<file path="src/hw/rtl/resp_reply_stream_parser_core_assert.svh">
// Assertion helpers for the reply parser; expect clk and rst_n in scope.
`ifndef RESP_REPLY_STREAM_PARSER_CORE_ASSERT_SVH
`define RESP_REPLY_STREAM_PARSER_CORE_ASSERT_SVH

// Same-cycle implication, checked outside reset.
`define RRSP_ASSERT_NOW(label, ante, cons, msg) \
    label: assert property (@(posedge clk) disable iff (!rst_n) (ante) |-> (cons)) \
        else $error(msg);

// Next-cycle implication, checked outside reset.
`define RRSP_ASSERT_NEXT(label, ante, cons, msg) \
    label: assert property (@(posedge clk) disable iff (!rst_n) (ante) |=> (cons)) \
        else $error(msg);

`endif

</file>
<file path="src/hw/rtl/rrsp_pkg.sv">
package rrsp_pkg;

    localparam int LENGTH_BITS_DEF = 32;

    localparam int BYTE_W   = 8;
    localparam int KIND_W   = 3;
    localparam int NUMBER_W = 64;
    localparam int CFG_IDX_W = 3;

    typedef logic [BYTE_W-1:0]          byte_t;
    typedef logic [KIND_W-1:0]          kind_t;
    typedef logic signed [NUMBER_W-1:0] number_t;
    typedef logic [CFG_IDX_W-1:0]       cfg_idx_t;

    localparam kind_t KIND_SIMPLE  = 3'd0;
    localparam kind_t KIND_ERROR   = 3'd1;
    localparam kind_t KIND_INTEGER = 3'd2;
    localparam kind_t KIND_BULK    = 3'd3;
    localparam kind_t KIND_ARRAY   = 3'd4;
    localparam kind_t KIND_UNKNOWN = 3'd5;

    localparam cfg_idx_t CFG_SIMPLE_MARKER  = 3'd0;
    localparam cfg_idx_t CFG_ERROR_MARKER   = 3'd1;
    localparam cfg_idx_t CFG_INTEGER_MARKER = 3'd2;
    localparam cfg_idx_t CFG_BULK_MARKER    = 3'd3;
    localparam cfg_idx_t CFG_ARRAY_MARKER   = 3'd4;
    localparam cfg_idx_t CFG_TERMINATOR     = 3'd5;

    localparam byte_t RST_SIMPLE_MARKER  = 8'd43;
    localparam byte_t RST_ERROR_MARKER   = 8'd45;
    localparam byte_t RST_INTEGER_MARKER = 8'd58;
    localparam byte_t RST_BULK_MARKER    = 8'd36;
    localparam byte_t RST_ARRAY_MARKER   = 8'd42;
    localparam byte_t RST_TERMINATOR     = 8'd13;

    localparam byte_t CH_ZERO  = 8'd48;
    localparam byte_t CH_NINE  = 8'd57;
    localparam byte_t CH_MINUS = 8'd45;

endpackage

</file>
<file path="src/hw/rtl/rrsp_if.sv">
interface rrsp_in_if;
    import rrsp_pkg::*;

    logic  valid;
    logic  ready;
    byte_t in_byte;

    modport source (output valid, output in_byte, input ready);
    modport sink (input valid, input in_byte, output ready);
endinterface

interface rrsp_out_if;
    import rrsp_pkg::*;

    logic    valid;
    logic    ready;
    kind_t   msg_kind;
    byte_t   payload_byte;
    logic    has_byte;
    number_t number_value;
    logic    end_of_message;

    modport source (output valid, output msg_kind, output payload_byte, output has_byte,
                    output number_value, output end_of_message, input ready);
    modport sink (input valid, input msg_kind, input payload_byte, input has_byte,
                  input number_value, input end_of_message, output ready);
endinterface

</file>
<file path="src/hw/rtl/resp_reply_stream_parser_core.sv">
// Latency: a result appears in the output register in the cycle after its byte is accepted.
// Throughput: one byte per cycle while no untaken result blocks; one parser pass per byte.
// The output register frees itself in the cycle its result is taken, so input keeps flowing.
// Reset: rst_n (async, active low) returns the parser to the marker wait, clears the
//   output valid and loads the default marker and terminator bytes.
module resp_reply_stream_parser_core #(
    parameter int LENGTH_BITS = rrsp_pkg::LENGTH_BITS_DEF
) (
    input  logic               clk,
    input  logic               rst_n,
    input  logic               cfg_we,
    input  rrsp_pkg::cfg_idx_t cfg_index,
    input  rrsp_pkg::byte_t    cfg_data,
    rrsp_in_if.sink            bytes,
    rrsp_out_if.source         replies
);
    import rrsp_pkg::*;

    localparam logic [2:0] PH_IDLE      = 3'd0;
    localparam logic [2:0] PH_STRING    = 3'd1;
    localparam logic [2:0] PH_INT_FIRST = 3'd2;
    localparam logic [2:0] PH_INT       = 3'd3;
    localparam logic [2:0] PH_LENGTH    = 3'd4;
    localparam logic [2:0] PH_PRE       = 3'd5;
    localparam logic [2:0] PH_PAYLOAD   = 3'd6;
    localparam logic [2:0] PH_SKIP      = 3'd7;

    localparam logic [LENGTH_BITS-1:0] LEN_MAX = {LENGTH_BITS{1'b1}};

    byte_t simple_marker_reg, error_marker_reg, integer_marker_reg;
    byte_t bulk_marker_reg, array_marker_reg, terminator_reg;

    logic [2:0]             phase_reg, phase_next;
    kind_t                  kind_reg, kind_next;
    logic [NUMBER_W-1:0]    acc_reg, acc_next;
    logic                   minus_reg, minus_next;
    logic [LENGTH_BITS-1:0] rem_reg, rem_next;
    logic [1:0]             skip_reg, skip_next;

    logic    out_valid_reg;
    kind_t   out_kind_reg;
    byte_t   out_byte_reg;
    logic    out_has_reg;
    number_t out_num_reg;
    logic    out_end_reg;

    logic    emit;
    kind_t   e_kind;
    byte_t   e_byte;
    logic    e_has;
    number_t e_num;
    logic    e_end;

    byte_t                  b;
    logic                   accept;
    logic                   is_digit;
    logic                   is_term;
    logic [NUMBER_W-1:0]    int_wide;
    logic [LENGTH_BITS-1:0] acc_lo;
    logic [LENGTH_BITS+3:0] len_wide;
    logic [LENGTH_BITS-1:0] rem_dec;

    assign b       = bytes.in_byte;
    assign bytes.ready = !out_valid_reg || replies.ready;
    assign accept  = bytes.valid && bytes.ready;

    assign replies.valid          = out_valid_reg;
    assign replies.msg_kind       = out_kind_reg;
    assign replies.payload_byte   = out_byte_reg;
    assign replies.has_byte       = out_has_reg;
    assign replies.number_value   = out_num_reg;
    assign replies.end_of_message = out_end_reg;

    always_ff @(posedge clk or negedge rst_n)
    begin
        if (!rst_n)
        begin
            simple_marker_reg  <= RST_SIMPLE_MARKER;
            error_marker_reg   <= RST_ERROR_MARKER;
            integer_marker_reg <= RST_INTEGER_MARKER;
            bulk_marker_reg    <= RST_BULK_MARKER;
            array_marker_reg   <= RST_ARRAY_MARKER;
            terminator_reg     <= RST_TERMINATOR;
        end
        else if (cfg_we)
        begin
            case (cfg_index)
                CFG_SIMPLE_MARKER:  simple_marker_reg  <= cfg_data;
                CFG_ERROR_MARKER:   error_marker_reg   <= cfg_data;
                CFG_INTEGER_MARKER: integer_marker_reg <= cfg_data;
                CFG_BULK_MARKER:    bulk_marker_reg    <= cfg_data;
                CFG_ARRAY_MARKER:   array_marker_reg   <= cfg_data;
                CFG_TERMINATOR:     terminator_reg     <= cfg_data;
                default:            ;
            endcase
        end
    end

    assign is_digit = b inside {[CH_ZERO:CH_NINE]};
    assign is_term  = (b == terminator_reg);
    // Integer path wraps mod 2^64; non-digits still add (byte - '0').
    assign int_wide = (acc_reg << 3) + (acc_reg << 1)
                    + {{(NUMBER_W-BYTE_W){1'b0}}, b} - NUMBER_W'(CH_ZERO);
    assign acc_lo   = acc_reg[LENGTH_BITS-1:0];
    assign len_wide = ({4'b0000, acc_lo} << 3) + ({4'b0000, acc_lo} << 1)
                    + (LENGTH_BITS+4)'(b - CH_ZERO);
    assign rem_dec  = rem_reg - LENGTH_BITS'(1);

    always_comb
    begin
        phase_next = phase_reg;
        kind_next  = kind_reg;
        acc_next   = acc_reg;
        minus_next = minus_reg;
        rem_next   = rem_reg;
        skip_next  = skip_reg;
        emit       = 1'b0;
        e_kind     = kind_reg;
        e_byte     = '0;
        e_has      = 1'b0;
        e_num      = '0;
        e_end      = 1'b0;

        case (phase_reg)
            PH_IDLE:
            begin
                acc_next   = '0;
                minus_next = 1'b0;
                rem_next   = '0;
                skip_next  = '0;
                if (b == simple_marker_reg)
                begin
                    kind_next  = KIND_SIMPLE;
                    phase_next = PH_STRING;
                end
                else if (b == error_marker_reg)
                begin
                    kind_next  = KIND_ERROR;
                    phase_next = PH_STRING;
                end
                else if (b == integer_marker_reg)
                begin
                    kind_next  = KIND_INTEGER;
                    phase_next = PH_INT_FIRST;
                end
                else if (b == bulk_marker_reg)
                begin
                    kind_next  = KIND_BULK;
                    phase_next = PH_LENGTH;
                end
                else if (b == array_marker_reg)
                begin
                    kind_next  = KIND_ARRAY;
                    phase_next = PH_LENGTH;
                end
                else
                begin
                    kind_next = KIND_UNKNOWN;
                    emit      = 1'b1;
                    e_kind    = KIND_UNKNOWN;
                    e_end     = 1'b1;
                end
            end
            PH_STRING:
            begin
                if (is_term)
                begin
                    phase_next = PH_SKIP;
                    skip_next  = 2'd1;
                end
                else
                begin
                    emit   = 1'b1;
                    e_byte = b;
                    e_has  = 1'b1;
                end
            end
            PH_INT_FIRST, PH_INT:
            begin
                if (is_term)
                begin
                    if (minus_reg)
                    begin
                        acc_next = '0 - acc_reg;
                    end
                    phase_next = PH_SKIP;
                    skip_next  = 2'd1;
                end
                else
                begin
                    if (phase_reg == PH_INT_FIRST && b == CH_MINUS)
                    begin
                        minus_next = 1'b1;
                    end
                    else
                    begin
                        acc_next = int_wide;
                    end
                    phase_next = PH_INT;
                end
            end
            PH_LENGTH:
            begin
                if (is_digit)
                begin
                    // Saturate at the length limit
                    if (len_wide > {4'b0000, LEN_MAX})
                    begin
                        acc_next = NUMBER_W'(LEN_MAX);
                    end
                    else
                    begin
                        acc_next = NUMBER_W'(len_wide);
                    end
                end
                else
                begin
                    phase_next = PH_PRE;
                end
            end
            PH_PRE:
            begin
                if (kind_reg == KIND_BULK)
                begin
                    rem_next = acc_lo;
                    if (acc_lo == '0)
                    begin
                        phase_next = PH_SKIP;
                        skip_next  = 2'd2;
                    end
                    else
                    begin
                        phase_next = PH_PAYLOAD;
                    end
                end
                else
                begin
                    phase_next = PH_IDLE;
                    emit       = 1'b1;
                    e_num      = acc_reg;
                    e_end      = 1'b1;
                end
            end
            PH_PAYLOAD:
            begin
                rem_next = rem_dec;
                if (rem_dec == '0)
                begin
                    phase_next = PH_SKIP;
                    skip_next  = 2'd2;
                end
                emit   = 1'b1;
                e_byte = b;
                e_has  = 1'b1;
            end
            default:
            begin
                if (skip_reg > 2'd1)
                begin
                    skip_next = skip_reg - 2'd1;
                end
                else
                begin
                    skip_next  = '0;
                    phase_next = PH_IDLE;
                    emit       = 1'b1;
                    e_end      = 1'b1;
                    if (kind_reg != KIND_SIMPLE && kind_reg != KIND_ERROR)
                    begin
                        e_num = acc_reg;
                    end
                end
            end
        endcase
    end

    always_ff @(posedge clk or negedge rst_n)
    begin
        if (!rst_n)
        begin
            phase_reg <= PH_IDLE;
            kind_reg  <= KIND_SIMPLE;
            acc_reg   <= '0;
            minus_reg <= 1'b0;
            rem_reg   <= '0;
            skip_reg  <= '0;
        end
        else if (accept)
        begin
            phase_reg <= phase_next;
            kind_reg  <= kind_next;
            acc_reg   <= acc_next;
            minus_reg <= minus_next;
            rem_reg   <= rem_next;
            skip_reg  <= skip_next;
        end
    end

    always_ff @(posedge clk or negedge rst_n)
    begin
        if (!rst_n)
        begin
            out_valid_reg <= 1'b0;
        end
        else if (accept && emit)
        begin
            out_valid_reg <= 1'b1;
        end
        else if (replies.ready)
        begin
            // drop the transaction once taken
            out_valid_reg <= 1'b0;
        end
    end

    always_ff @(posedge clk)
    begin
        if (accept && emit)
        begin
            out_kind_reg <= e_kind;
            out_byte_reg <= e_byte;
            out_has_reg  <= e_has;
            out_num_reg  <= e_num;
            out_end_reg  <= e_end;
        end
    end

`include "resp_reply_stream_parser_core_assert.svh"

    `RRSP_ASSERT_NOW(a_byte_not_end, out_valid_reg && out_has_reg, !out_end_reg && out_num_reg == '0, "payload byte result marked as end or carries a number")
    `RRSP_ASSERT_NOW(a_unknown_single, out_valid_reg && out_kind_reg == KIND_UNKNOWN, out_end_reg && !out_has_reg, "unknown marker result is not a lone end result")
    `RRSP_ASSERT_NOW(a_payload_count, phase_reg == PH_PAYLOAD, rem_reg != '0, "payload phase with zero bytes remaining")
    `RRSP_ASSERT_NEXT(a_skip_count, accept && phase_next == PH_SKIP, skip_reg != 2'd0, "skip phase entered without a skip count")

endmodule

</file>
<file path="src/flat_wrapper.sv">
// flat-port wrapper written by rule: the top's interface ports become plain ports
module resp_reply_stream_parser_core_flat import rrsp_pkg::*;
#(
    parameter int LENGTH_BITS = rrsp_pkg::LENGTH_BITS_DEF
)
  (clk, rst_n, cfg_we, cfg_index, cfg_data, bytes_valid, bytes_in_byte, bytes_ready, replies_valid, replies_msg_kind, replies_payload_byte, replies_has_byte, replies_number_value, replies_end_of_message, replies_ready);
  rrsp_in_if bytes_i ();
  rrsp_out_if replies_i ();
  input  logic clk;
  input  logic rst_n;
  input  logic cfg_we;
  input  rrsp_pkg::cfg_idx_t cfg_index;
  input  rrsp_pkg::byte_t cfg_data;
  input wire logic [$bits(bytes_i.valid)-1:0] bytes_valid;
  input wire logic [$bits(bytes_i.in_byte)-1:0] bytes_in_byte;
  output wire logic [$bits(bytes_i.ready)-1:0] bytes_ready;
  output wire logic [$bits(replies_i.valid)-1:0] replies_valid;
  output wire logic [$bits(replies_i.msg_kind)-1:0] replies_msg_kind;
  output wire logic [$bits(replies_i.payload_byte)-1:0] replies_payload_byte;
  output wire logic [$bits(replies_i.has_byte)-1:0] replies_has_byte;
  output wire logic [$bits(replies_i.number_value)-1:0] replies_number_value;
  output wire logic [$bits(replies_i.end_of_message)-1:0] replies_end_of_message;
  input wire logic [$bits(replies_i.ready)-1:0] replies_ready;
  assign bytes_i.valid = bytes_valid;
  assign bytes_i.in_byte = bytes_in_byte;
  assign bytes_ready = bytes_i.ready;
  assign replies_valid = replies_i.valid;
  assign replies_msg_kind = replies_i.msg_kind;
  assign replies_payload_byte = replies_i.payload_byte;
  assign replies_has_byte = replies_i.has_byte;
  assign replies_number_value = replies_i.number_value;
  assign replies_end_of_message = replies_i.end_of_message;
  assign replies_i.ready = replies_ready;
  resp_reply_stream_parser_core #(.LENGTH_BITS(LENGTH_BITS)) u_core (.clk(clk), .rst_n(rst_n), .cfg_we(cfg_we), .cfg_index(cfg_index), .cfg_data(cfg_data), .bytes(bytes_i), .replies(replies_i));
endmodule
</file>
<file path="config.mk">
export PLATFORM = sky130hd
export DESIGN_NAME = resp_reply_stream_parser_core_flat
export DESIGN_NICKNAME = d
export VERILOG_FILES = /design/src/hw/rtl/rrsp_pkg.sv /design/src/hw/rtl/rrsp_if.sv /design/src/hw/rtl/resp_reply_stream_parser_core.sv /design/src/flat_wrapper.sv
export VERILOG_INCLUDE_DIRS = /design/src /design/src/hw/rtl
export SDC_FILE = /design/constraint.sdc
export NUM_CORES = 1
export LEC_CHECK = 0
export BUFFER_PORTS_ARGS = -buffer_cell sky130_fd_sc_hd__buf_4
export CORE_UTILIZATION = 50
export DETAILED_ROUTE_END_ITERATION = 8
export PLACE_DENSITY_LB_ADDON = 0.12
export SYNTH_ARGS = -nofsm -noshare
export SYNTH_HDL_FRONTEND = slang
export SYNTH_SLANG_ARGS = --single-unit
</file>
<file path="constraint.sdc">
create_clock -name clk -period 9 [get_ports clk]
set_clock_uncertainty 0.05 [all_clocks]
set_input_delay 0.9 -clock clk [delete_from_list [all_inputs] [get_ports clk]]
set_output_delay 0.9 -clock clk [all_outputs]
set_load 0.05 [all_outputs]
</file>
==> results of run 1 <==
metal layers:
metal	share of wire (%)	GRT usage [%]
met5	0	0
met4	2.0	6.85
met3	7.3	3.79
met2	43	44.0
met1	47	43.0
final timing paths:
check,endpoint,slack [ns],cells after the start
min in group clk,u_core.terminator_reg[5],0.47,1
max in group asynchronous,u_core.terminator_reg[4],7.08,2
worst min register to register,u_core.terminator_reg[5],0.47,1
worst max-delay path,u_core.acc_reg[27],3.42,14
worst min-delay path,u_core.rem_reg[7],0.39,1
worst max register to register,u_core.acc_reg[27],3.42,14
Yosys cell counts, drive strengths merged, types with 10 or more instances:
cell / instances / share of area [%]
nand3: 48 / 1.2
and2: 80 / 2.4
a211oi: 23 / 0.83
or4: 11 / 0.47
xor2: 59 / 2.5
inv: 232 / 4.2
o221ai: 15 / 0.64
nor4: 34 / 1.1
a22oi: 44 / 1.6
nor2b: 10 / 0.30
buf: 15 / 0.36
fa: 36 / 3.5
nor2: 123 / 2.3
o22ai: 16 / 0.48
or3: 17 / 0.54
ha: 218 / 13
nand4: 41 / 1.2
dfrtp: 134 / 16
a31oi: 22 / 0.67
o211ai: 16 / 0.58
mux2: 50 / 2.7
clkbuf: 105 / 1.9
o21ai: 202 / 4.9
a21oi: 193 / 4.7
and3: 19 / 0.57
a32oi: 10 / 0.42
o21bai: 15 / 0.54
nand2: 155 / 2.8
nand2b: 22 / 0.67
a221oi: 11 / 0.47
xnor2: 97 / 4.1
edfxtp: 77 / 11
nor3: 57 / 1.5
o21a: 16 / 0.58
or2: 14 / 0.42
a21o: 46 / 1.7
o31ai: 16 / 0.58
dfstp: 20 / 2.5
cell type report:
type                            instances  area, um^2
Clock buffer                           39         836
Clock inverter                         17         186
Fill cell                            3723       17900
Inverter                              233         875
Multi-Input combinational cell       1816       13200
Sequential cell                       231        6190
Tap cell                              532         666
Timing Repair Buffer                  126         950
per-stage QoR:
stage                     worst slack (ns)  hold slack [ns]
after floorplan                       1.82            0.413
after global placement                3.09            0.443
after detailed placement              2.98            0.458
after CTS                             3.57            0.412
after global routing                  3.09            0.440
final                                 3.42            0.386
critical path, stage by stage (launching register included):
cell and delay (ns):
dfrtp_1 0.52, inv_1 0.18, fa_1 0.50, inv_1 0.07, fa_1 0.48, a211oi_1 0.39
o21bai_1 0.13, a21oi_1 0.33, o21bai_1 0.26, a2111oi_0 0.68, nor2_1 0.15, o2111ai_1 0.34
or2_1 0.90, o21ai_0 0.27, a22oi_1 0.23
kinds of logic after synthesis:
kind of cell,Yosys count
XOR/XNOR,156
multiplexers,53
AND/OR/NAND/NOR,664
AO/OA/AOI/OAI,689
flip-flops,231
buffers and inverters,353
adder cells (fa/ha/maj),254
==> impl_metrics.env, run 1 <==
export IMPL_setup_viol=0
export IMPL_grt_pass1_wl_mm=96.0
export IMPL_synthSimpleGateAreaFrac_pct=16.9
export IMPL_gp_congestion=0.952
export IMPL_design_area_mm2=0.0229
export IMPL_ys_seq_area_share_pct=29.9
export IMPL_tightest_slew_ns=1.16
export IMPL_maxSlewViolCount=0
export IMPL_relSlewSlack_pct=22.6
export IMPL_final_common_cell="inv_1"
export IMPL_final_cell_mix="231 x inv_1, 218 x ha_1, 192 x a21oi_1, 173 x o21ai_0, 154 x nand2_1"
export IMPL_fmax_mhz=179
export IMPL_ys_flop_type="dfrtp_1"
export IMPL_synth_warnings=0
export IMPL_yosysUniqueCellTypes=87
export IMPL_port_buffers=102
export IMPL_die_area_mm2=0.0422
export IMPL_syn_to_final_growth_pct=10.7
export IMPL_postCtsResizedCells=0
export IMPL_synthMuxAreaShare_pct=2.87
export IMPL_die_h_um=205
export IMPL_hp_class="primary input to async pin"
export IMPL_rsz0062_at_grt="no"
export IMPL_fin_cells=2994
export IMPL_grt_pass1_vias=17300
export IMPL_ios=103
export IMPL_placed_cell_area_mm2=0.0219
export IMPL_insertion_delay_ns=0.59
export IMPL_htree_levels=1
export IMPL_cts_buffer_depth=3
export IMPL_postCtsHoldBufs=0
export IMPL_start_util_pct=50.7
export IMPL_hpwlAfterDp_mm=45.7
export IMPL_drc_errors=0
export IMPL_cts_sinks=231
export IMPL_place_inst=2938
export IMPL_die_w_um=205
export IMPL_core_area_mm2=0.0408
export IMPL_grt_overflow_total=0
export IMPL_grt_usage_pct=28.8
export IMPL_arrival_ns=6.02
export IMPL_syn_nets=2678
export IMPL_ys_ff_latch=231
export IMPL_antenna_found_initial=0
export IMPL_max_cap_viol_count=0
export IMPL_viasPerCell=6.14
export IMPL_drive_gt1_share_pct=11.4
export IMPL_avgSynthCellArea_um2=8.62
export IMPL_nNetsFinal=2716
export IMPL_clk_pin_slew_worst_paths_ns=0.06
export IMPL_drt_pass1_iter_count=6
export IMPL_drt_total_wl_mm=61.2
export IMPL_wl_per_cell_um=20.4
export IMPL_netlist_instances=2400
export IMPL_final_util_pct=56.1
export IMPL_synth_xor_area_share_pct=6.61
export IMPL_rows=74
export IMPL_status="completed"
export IMPL_rr_startpoint="u_core.acc_reg[2]"
export IMPL_setup_tns_ns=0
export IMPL_drtIter0Drc=1710
export IMPL_syn_area_mm2=0.0207
export IMPL_worst_ep_required_time_ns=9.44
export IMPL_synth_compound_gate_area_share_pct=20.5
export IMPL_finalCriticalPeriod_ns=5.58
export IMPL_path_max_fanout=30
export IMPL_synth_top_family_by_area="compound AO/OA/AOI/OAI gates"
export IMPL_startpoint="u_core.acc_reg[2]"
export IMPL_fin_crit_sh_pct=62.0
export IMPL_cts_setup_buffers=0
export IMPL_cts_tree="yes"
export IMPL_synth_adder_area_share_pct=16.7
export IMPL_num_antenna_cells=0
export IMPL_async_flop_share_pct=66.7
export IMPL_cts_root_buffer="clkbuf_16"
export IMPL_cts_buffers=30
export IMPL_grt_max_degree=95
export IMPL_hold_violations=0
export IMPL_start_kind="register"
export IMPL_vias=18400
export IMPL_drtAntennaViolNets=0
export IMPL_synth_edff_count=77
export IMPL_endpoint_kind="register"
export IMPL_crit_type="register to register"
Power of run 1 is left out: the tool's default activity adds up to more than one toggle a clock period on the data nets, which glitch-free logic cannot reach.
==> run 2: changes to the inputs <==
- clock period: 9 -> 4.8 ns (I/O delays scaled with it)
==> impl_metrics.env, run 2 (synthesis gave the netlist of run 1 again) <==
export IMPL_status="completed"
export IMPL_cts_buffer_depth=3
export IMPL_htree_levels=1
export IMPL_cts_root_buffer="clkbuf_16"
export IMPL_setup_tns_ns=0
export IMPL_drt_pass1_iter_count=7
export IMPL_start_kind="register"
export IMPL_hpwlAfterDp_mm=47.7
export IMPL_drive_gt1_share_pct=14.7
export IMPL_drc_errors=0
export IMPL_fin_crit_sh_pct=94.2
export IMPL_drtAntennaViolNets=0
export IMPL_num_antenna_cells=0
export IMPL_insertion_delay_ns=0.60
export IMPL_crit_top_cell="inv_1"
export IMPL_grt_pass1_wl_mm=97.9
export IMPL_cts_buffers=28
export IMPL_die_area_mm2=0.0422
export IMPL_grt_max_degree=79
export IMPL_die_w_um=205
export IMPL_rows=74
export IMPL_finalCriticalPeriod_ns=4.52
export IMPL_die_h_um=205
export IMPL_port_buffers=102
export IMPL_tightest_slew_ns=1.15
export IMPL_max_cap_viol_count=0
export IMPL_syn_to_final_growth_pct=14.1
export IMPL_relSlewSlack_pct=23.0
export IMPL_arrival_ns=4.92
export IMPL_fmax_mhz=221
export IMPL_crit_chain="inv_1 > fa_1 > inv_1 > ha_1 > ha_1 > inv_1 > fa_1 > nand2b_1 > a211oi_2 > o21ai_1 > a2111oi_1 > buf_4 > a31oi_1 > o21bai_1 > a21boi_2 > buf_4 > o21ai_0 > xnor2_1 > o221ai_1"
export IMPL_nNetsFinal=2804
export IMPL_hold_violations=0
export IMPL_fin_cells=3080
export IMPL_slowest_stage="fa_1"
export IMPL_viasPerCell=6.03
export IMPL_drt_total_wl_mm=62.0
export IMPL_ios=103
export IMPL_antenna_found_initial=1
export IMPL_clk_pin_slew_worst_paths_ns=0.06
export IMPL_worst_ep_required_time_ns=5.20
export IMPL_final_cell_mix="231 x inv_1, 217 x ha_1, 211 x buf_4, 192 x a21oi_1, 172 x o21ai_0"
export IMPL_crit_type="register to register"
export IMPL_cts_sinks=231
export IMPL_final_common_cell="inv_1"
export IMPL_path_max_fanout=4
export IMPL_maxSlewViolCount=0
export IMPL_endpoint_kind="register"
export IMPL_vias=18600
export IMPL_setup_viol=0
export IMPL_drtIter0Drc=1642
export IMPL_cpPeakStageDelay_ns=0.51
export IMPL_path_buf_inv=5
export IMPL_cpLargestDelayFamily="compound AO/OA/AOI/OAI gates"
export IMPL_start_util_pct=50.7
export IMPL_gp_congestion=0.942
export IMPL_place_inst=3027
export IMPL_grt_usage_pct=29.5
export IMPL_grt_overflow_total=0
export IMPL_wl_per_cell_um=20.1
export IMPL_whs_ns=0.150
export IMPL_rsz0062_at_grt="no"
export IMPL_grt_pass1_vias=17700
export IMPL_cts_tree="yes"
export IMPL_hp_class="primary input to register"
export IMPL_core_area_mm2=0.0408
[run 2: cell count changes in the layout (fill, tap and decap cells not counted), sizes merged]
cell / before / now
clkinv: 12 / 10
inv: 233 / 234
buf: 126 / 215
clkbuf: 39 / 34
clkinvlp: 2 / 4
dlygate4sd3: 0 / 1
[run 2: layout make-up]
cell class	count	area, um^2
clock buffer	34	754
clock inverter	18	200
multi-input combinational	1816	13200
inverter	233	875
timing repair buffer	216	1670
fill	3722	17200
tap	532	666
sequential	231	6190
[run 2: stage by stage]
stage	instance area (um^2)	utilization [%]	setup slack (ns)
global route	23600	57.8	0.0785
CTS	23600	57.7	0.0177
global placement	22600	55.4	-0.191
detailed placement	22600	55.4	-0.238
floorplan	20700	-	0.0191
finish	23600	57.8	0.280
[run 2: path summary, 6_finish.rpt]
kind                                    start                   endpoint  slack (ns)  depth (start not counted)
setup / recovery            u_core.acc_reg[0]         u_core.acc_reg[47]        0.28                         19
hold / removal                  replies_ready       u_core.replies.valid        0.15                          3
setup reg to reg            u_core.acc_reg[0]         u_core.acc_reg[47]        0.28                         19
hold reg to reg            u_core.kind_reg[2]         u_core.kind_reg[2]        0.45                          2
max in group asynchronous               rst_n  u_core.bulk_marker_reg[2]        3.11                          3
min in group asynchronous               rst_n          u_core.rem_reg[7]        0.47                          2
[run 2: metal layers]
metal / wire length, um / part of all wire, % / global-route usage [%] / vias to the layer above
met1: 28900 / 47 / 42.6 / 8896
met2: 27100 / 44 / 45.5 / 711
li1: - / - / - / 8886
met4: 1460 / 2.3 / 7.86 / 0
met3: 4650 / 7.5 / 4.88 / 82
met5: 0 / 0 / 0 / -
[run 2: repair_timing]
item / 4_1_cts / 5_1_grt
endpoints found under the hold margin: 73 / 0
buffers inserted: 0 / 0
hold buffers: 1 / 0
gates resized for setup: 1 / 6
endpoints found under the setup margin: 1 / 8
[run 2: worst register-to-register path, stage by stage (launching register included)]
cell and delay (ns):
dfrtp_1 0.34, inv_1 0.08, fa_1 0.51, inv_1 0.06, ha_1 0.29, ha_1 0.17
inv_1 0.06, fa_1 0.39, nand2b_1 0.19, a211oi_2 0.24, o21ai_1 0.20, a2111oi_1 0.40
buf_4 0.18, a31oi_1 0.14, o21bai_1 0.30, a21boi_2 0.17, buf_4 0.17, o21ai_0 0.19
xnor2_1 0.16, o221ai_1 0.13
Power of run 2 is left out for the same reason.
